$ cat config.mk
export PLATFORM = sky130hd
export DESIGN_NAME = nsht_sqrt
export DESIGN_NICKNAME = d
export VERILOG_FILES = /design/src/hw/rtl/nsht_sqrt.sv
export SDC_FILE = /design/constraint.sdc
export NUM_CORES = 1
export LEC_CHECK = 0
export BUFFER_PORTS_ARGS = -buffer_cell sky130_fd_sc_hd__buf_2
export CORE_ASPECT_RATIO = 1.5
export CORE_MARGIN = 2
export CORE_UTILIZATION = 50
export DETAILED_ROUTE_END_ITERATION = 10
export PLACE_DENSITY = 0.69
export SLEW_MARGIN = 20
export SYNTH_ARGS = -nofsm -noshare
export SYNTH_HDL_FRONTEND = slang
export SYNTH_SLANG_ARGS = --single-unit
$ cat constraint.sdc
create_clock -name clk -period 2.95 [get_ports clk]
set_input_delay 0.1475 -clock clk [delete_from_list [all_inputs] [get_ports clk]]
set_output_delay 0.1475 -clock clk [all_outputs]
set_load 0.02 [all_outputs]
$ cat src/hw/rtl/nsht_sqrt.sv
`timescale 1ns / 1ps

module nsht_sqrt #(
  parameter int NW = 35
) (
  input  logic                  clk,
  input  logic                  rst,
  input  logic                  start,
  input  logic [NW-1:0]         n,
  output logic                  busy,
  output logic [(NW+1)/2-1:0]   root
);

  localparam int RW = (NW + 1) / 2;
  localparam int CNT_W = $clog2(RW + 1);

  logic [2*RW-1:0]  nsh;
  logic [RW:0]      rem;
  logic [RW-1:0]    acc_root;
  logic [RW+2:0]    trial_rem;
  logic [RW+2:0]    trial;
  logic [RW+2:0]    diff;
  logic             fits;
  logic [CNT_W-1:0] steps;

  // Two radicand bits come down per cycle and one root bit is decided.
  assign trial_rem = {rem, nsh[2*RW-1 -: 2]};
  assign trial     = {1'b0, acc_root, 2'b01};
  assign diff      = trial_rem - trial;
  assign fits      = (trial_rem >= trial);

  always_ff @(posedge clk) begin
    if (rst) begin
      steps <= '0;
    end else if (start) begin
      steps <= CNT_W'(RW);
    end else if (steps != '0) begin
      steps <= steps - 1'b1;
    end
  end

  always_ff @(posedge clk) begin
    if (start) begin
      nsh      <= (2*RW)'(n);
      rem      <= '0;
      acc_root <= '0;
    end else if (steps != '0) begin
      nsh      <= {nsh[2*RW-3:0], 2'b00};
      rem      <= fits ? diff[RW:0] : trial_rem[RW:0];
      acc_root <= {acc_root[RW-2:0], fits};
    end
  end

  assign busy = (steps != '0);
  assign root = acc_root;

endmodule

Yosys cells after proc, flatten, opt, wreduce, memory -nomap -nowiden
Cells that the tools add are included.
{ "word_totals": {"register_bits": 78, "inputBits": 38, "output_inout_bits": 19, "elab_cells": 17} }
{ "op_classes": {"add_sub_neg": 2, "order_cmp": 1, "mux": 5, "n_reduce_logical": 3} }
{ "ops": {"columns": ["op", "n"], "rows": [
  ["$mux 35", 2],
  ["$ge 21x20->1", 1],
  ["$mux 19", 1],
  ["$sub 19x19->19", 1],
  ["$mux 5", 2],
  ["$reduce_bool 5->1", 1],
  ["$sub 5x1->5 const B", 1],
  ["$reduce_bool 2->1", 1],
  ["$reduce_or 2->1", 1]
]} }

Logic depth before layout (Yosys ltp)
{ "depth": {"ltp_word": 3, "ltp_mapped": 11} }

Worst setup path after synthesis
OpenSTA, ideal clock, no wires.
{ "synth_path": {"kind": "register to register", "from": "register acc_root[2], in the netlist root[2]", "to": "register rem[16]", "setup_ns": 0.079, "arrival_ns": 2.616, "required_time_ns": 2.871, "setup_slack_ns": 0.254, "path_stages_with_launch": 9, "path_buffers": 0, "synth_period_minus_slack_ns": 2.696, "cell_sequence": "dfxtp_1 > inv_1 > ha_1 > or4_1 > o22a_2 > a221o_1 > or4b_1 > a31o_1 > a211oi_2"} }
{ "synth_between": {"elab_chain_len": 2, "elab_cells_between_ends": 3} }
{ "synth_rtl": {"columns": ["element", "line_no", "rtl"], "rows": [
  ["from (decl)", "19", "logic [RW-1:0] acc_root;"],
  ["from (signal assigned)", "50", "acc_root <= {acc_root[RW-2:0], fits};"],
  ["$sub 19x19->19 or $ge 21x20->1 (tied branches)", "29, 30", null],
  ["$mux 19 *", "49", "rem <= fits ? diff[RW:0] : trial_rem[RW:0];"],
  ["to (signal assigned)", "49", null],
  ["to (decl)", "18", "logic [RW:0] rem;"]
]} }
Every way passes the cells marked *; elsewhere a longest branch is shown, timed or not.
A chain may end at the register's enable or synchronous reset.

Worst setup path in the final report
Same ends and word-level chain as after synthesis.

==> impl_metrics.xml <==
<?xml version="1.0" encoding="UTF-8"?>
<metrics>
  <group name="worst_setup_path">
    <metric name="critPathRequiredTime" unit="ns">3.20</metric>
    <metric name="ff2ff_setup_slack" unit="ns">0.19</metric>
    <metric name="highest_fanout_seen_on_the_critical_path" unit="">5</metric>
    <metric name="worstSetupPathType" unit="">flip-flop to flip-flop</metric>
    <metric name="worstSetupEndpointType" unit="">flip-flop</metric>
    <metric name="cp_data_arrival_time" unit="ns">3.01</metric>
    <metric name="crit_path_start_kind" unit="">flip-flop</metric>
  </group>
  <group name="power">
    <metric name="net-switching-power" unit="mW">1.93</metric>
    <metric name="intPower" unit="mW">3.11</metric>
    <metric name="pwr_density_cell" unit="mW/mm^2">1040</metric>
    <metric name="leak_pwr" unit="nW">2.00</metric>
    <metric name="worst_ir_drop_vdd" unit="mV">0.524</metric>
    <metric name="power.share.sequential" unit="%">29.4</metric>
    <metric name="sw_frac_of_total" unit="%">38.2</metric>
    <metric name="power.share.clock" unit="%">19.5</metric>
    <metric name="combPwrFrac" unit="%">51.0</metric>
  </group>
  <group name="die">
    <metric name="die_h" unit="um">116</metric>
    <metric name="row_count" unit="">40</metric>
    <metric name="pin_count" unit="">57</metric>
    <metric name="design.die.area" unit="mm^2">0.00912</metric>
    <metric name="initial_utilization" unit="%">51.9</metric>
    <metric name="design.core.area" unit="mm^2">0.00806</metric>
    <metric name="die_width" unit="um">78.7</metric>
  </group>
  <group name="yosys">
    <metric name="synth.top_cell.area_share" unit="%">25.1</metric>
    <metric name="syn-mean-instance-area" unit="um^2">9.61</metric>
    <metric name="synthCells" unit="">435</metric>
    <metric name="synth_area_leader_cell" unit="">sky130_fd_sc_hd__edfxtp_1</metric>
    <metric name="ys.flop_type" unit="">sky130_fd_sc_hd__dfxtp_1</metric>
    <metric name="syn_nets" unit="">494</metric>
    <metric name="synth-edff-count" unit="">35</metric>
    <metric name="post_synth_main_area_contributors" unit="">sky130_fd_sc_hd__edfxtp_1 25%, sky130_fd_sc_hd__dfxtp_1 21%, sky130_fd_sc_hd__mux2_2 9.2%, sky130_fd_sc_hd__ha_1 6.3%, sky130_fd_sc_hd__nand2_1 5.5%</metric>
    <metric name="synth_cell_type_count" unit="">48</metric>
    <metric name="synth-seq-cells" unit="">78</metric>
    <metric name="seq_area_frac_synth" unit="%">45.7</metric>
    <metric name="yosys_warnings" unit="">0</metric>
    <metric name="mappedNetlistArea" unit="mm^2">0.00418</metric>
    <metric name="postSynth.asyncResetShare" unit="%">0</metric>
  </group>
  <group name="final_layout">
    <metric name="drive_above_1_share" unit="%">25.4</metric>
    <metric name="postLayoutCellArea" unit="mm^2">0.00486</metric>
    <metric name="area_growth_syn_to_layout" unit="%">16.4</metric>
    <metric name="antenna_diode_instance_count" unit="">0</metric>
    <metric name="design.final.nets" unit="">551</metric>
    <metric name="layout.cells.non_filler" unit="">601</metric>
  </group>
  <group name="clock_tree">
    <metric name="clock-root-buffer" unit="">sky130_fd_sc_hd__clkbuf_16</metric>
    <metric name="cts-root-to-sink-buffers" unit="">2</metric>
    <metric name="ctsHoldBuffers" unit="">0</metric>
    <metric name="clock_insertion_delay_worst_skew" unit="ns">0.33</metric>
    <metric name="tritoncts" unit="">built</metric>
    <metric name="clock_sinks" unit="">78</metric>
    <metric name="cts_max_level" unit="">3</metric>
    <metric name="cts_buffers" unit="">9</metric>
    <metric name="register_clock_pin_slew_on_the_reported_worst_setup_and_hold_paths" unit="ns">0.06</metric>
  </group>
  <group name="sta">
    <metric name="layout_setup_ws" unit="ns">0.188</metric>
    <metric name="finalSetupViolations" unit="">0</metric>
    <metric name="max-slew-margin-rel" unit="%">50.2</metric>
    <metric name="max_slew.worst_pin.slew" unit="ns">0.746</metric>
    <metric name="finalCritPeriodShare" unit="%">93.6</metric>
    <metric name="worst_clock_skew" unit="ns">0.00494</metric>
    <metric name="drv_slew" unit="">0</metric>
    <metric name="maxClockFrequency" unit="MHz">362</metric>
    <metric name="final_number_of_hold_violating_endpoints" unit="">0</metric>
    <metric name="timing.final.crit_period" unit="ns">2.76</metric>
  </group>
  <group name="drt">
    <metric name="drt-wirelength-per-cell" unit="um">14.8</metric>
    <metric name="antenna_left" unit="">0</metric>
    <metric name="drtPass1Iterations" unit="">4</metric>
    <metric name="totalWireLength" unit="um">8880</metric>
    <metric name="vias" unit="">3257</metric>
    <metric name="vias_per_cell" unit="">5.42</metric>
    <metric name="drc" unit="">0</metric>
    <metric name="dr.first_iter.drc_count" unit="">168</metric>
  </group>
  <group name="grt">
    <metric name="grt_first_pass_wirelength" unit="um">15000</metric>
    <metric name="vias_in_the_first_global_route" unit="">3268</metric>
    <metric name="groute.usage.overall" unit="%">21.1</metric>
    <metric name="grt_max_degree" unit="">68</metric>
    <metric name="grt_overflow_total" unit="">0</metric>
    <metric name="antenna_violations_before_repair" unit="">0</metric>
  </group>
  <group name="placement">
    <metric name="place_area" unit="mm^2">0.00458</metric>
    <metric name="placement.io_buffers" unit="">56</metric>
    <metric name="dpl_worst_slack" unit="ns">0.163</metric>
    <metric name="dp.cells" unit="">584</metric>
    <metric name="place_hpwl" unit="um">6290</metric>
    <metric name="finalWeightedCongestion" unit="">0.893</metric>
  </group>
  <group name="job">
    <metric name="cap_violations" unit="">0</metric>
  </group>
  <group name="status">
    <metric name="result_of_the_run" unit="">complete, no violations</metric>
  </group>
  <group name="min_path">
    <metric name="holdCritPathClass" unit="">primary input to flip-flop</metric>
  </group>
</metrics>
-- cell type report --
type	count	area [um^2]
multi-input combinational	306	2080
timing repair buffer	69	378
clock buffer	11	233
tap	105	131
inverter	28	105
fill	692	3190
clock inverter	4	25.0
sequential	78	1910
-- power by group through the flow --
stage | combinational (mW) | sequential [mW] | clock [mW]
finish | 2.57 | 1.48 | 0.984
global route | 2.85 | 1.51 | 1.04
CTS | 2.51 | 1.48 | 0.996
detailed placement | 2.49 | 1.50 | 0
global placement | 2.45 | 1.50 | 0
floorplan | 1.89 | 1.48 | 0
-- final timing paths --
kind | from | endpoint | depth (start not counted)
worst max-delay path | root[2] | rem[16] | 8
worst min-delay path | rst | steps[4] | 2
worst max register to register | root[2] | rem[16] | 8
worst min register to register | root[17] | root[17] | 2
-- worst max-delay path: stages, from the launching register on --
cell	delay, ns
sky130_fd_sc_hd__dfxtp_1	0.36
sky130_fd_sc_hd__inv_1	0.06
sky130_fd_sc_hd__ha_1	0.24
sky130_fd_sc_hd__or4_1	0.52
sky130_fd_sc_hd__o22a_2	0.28
sky130_fd_sc_hd__a221o_1	0.35
sky130_fd_sc_hd__or4b_1	0.47
sky130_fd_sc_hd__a31o_1	0.21
sky130_fd_sc_hd__a211oi_2	0.18
-- stage by stage --
| stage | total power [mW] | TNS [ns] | util (%) | hold slack, ns |
|---|---|---|---|---|
| 5_1_grt | 5.41 | -0.0169 | 60.4 | 0.0826 |
| 3_3_place_gp | 3.95 | 0 | 56.8 | 0.385 |
| 4_1_cts | 4.99 | 0 | 60.0 | 0.0541 |
| 2_1_floorplan | 3.38 | 0 | - | 0.217 |
| 3_5_place_dp | 3.99 | 0 | 56.8 | 0.408 |
| 6_report | 5.04 | 0 | 60.4 | 0.0502 |
-- logic make-up after synthesis --
group / count (synthesis) / share of synthesized area [%]
xor+xnor: 16 / 3.35
mux: 47 / 12.3
flops: 78 / 45.7
buf+inv: 51 / 4.79
compound gates: 91 / 13.7
fa+ha+maj: 21 / 6.29
simple gates: 131 / 13.9
-- cells in the final DEF, fill, tap and decap left out, drive strengths merged, types with 8 or more instances in the layout --
cell type | netlist | routed
mux2i | 13 | 13
clkbuf | 13 | 11
dfxtp | 43 | 43
edfxtp | 35 | 35
nor2 | 29 | 29
ha | 21 | 21
a211oi | 12 | 12
inv | 27 | 27
buf | 10 | 69
xor2 | 8 | 8
o21ai | 18 | 18
nor3 | 14 | 14
xnor2 | 8 | 8
nand2 | 61 | 61
a21oi | 36 | 36
mux2 | 34 | 34
-- layer usage --
layer  GRT usage (%)  vias up  routed length (um)
met1            24.8     1515                3820
met5               0        -                   0
li1                -     1655                   -
met4            7.84        0                 191
met3            4.60       13                 345
met2            37.5       74                4520
-- flip-flops by register name (all words and copies together), names as in the netlist --
| register | cells |
|---|---|
| nsh | 36 |
| rem | 19 |
| root | 18 |
| steps | 5 |
-- synthesized netlist by cell type, types with 2 or more instances --
| cell type | n |
|---|---|
| sky130_fd_sc_hd__buf_2 | 4 |
| sky130_fd_sc_hd__nor2b_1 | 4 |
| sky130_fd_sc_hd__nor2_1 | 29 |
| sky130_fd_sc_hd__o21a_1 | 2 |
| sky130_fd_sc_hd__and2_1 | 4 |
| sky130_fd_sc_hd__and3_1 | 3 |
| sky130_fd_sc_hd__edfxtp_1 | 35 |
| sky130_fd_sc_hd__o21ai_0 | 18 |
| sky130_fd_sc_hd__xnor2_1 | 8 |
| sky130_fd_sc_hd__mux2i_1 | 13 |
| sky130_fd_sc_hd__dfxtp_1 | 43 |
| sky130_fd_sc_hd__a21o_1 | 3 |
| sky130_fd_sc_hd__nand2b_1 | 2 |
| sky130_fd_sc_hd__nand2_1 | 61 |
| sky130_fd_sc_hd__a311oi_1 | 2 |
| sky130_fd_sc_hd__xor2_1 | 8 |
| sky130_fd_sc_hd__a21oi_1 | 36 |
| sky130_fd_sc_hd__nor3_1 | 14 |
| sky130_fd_sc_hd__nand3_1 | 4 |
| sky130_fd_sc_hd__mux2_2 | 34 |
| sky130_fd_sc_hd__a211oi_1 | 10 |
| sky130_fd_sc_hd__inv_1 | 27 |
| sky130_fd_sc_hd__buf_1 | 5 |
| sky130_fd_sc_hd__nor4_1 | 2 |
| sky130_fd_sc_hd__a31o_2 | 2 |
| sky130_fd_sc_hd__nand4_1 | 3 |
| sky130_fd_sc_hd__ha_1 | 21 |
| sky130_fd_sc_hd__a31oi_1 | 4 |
| sky130_fd_sc_hd__o2111ai_1 | 2 |
| sky130_fd_sc_hd__clkbuf_1 | 13 |
| sky130_fd_sc_hd__a211oi_2 | 2 |
-- timing repair --
item,CTS,global route
setup buffers,0,2
resized for setup,0,4
endpoints found under the setup margin,0,3
endpoints found under the hold margin,0,0
Power figures use the tool's default switching activity.
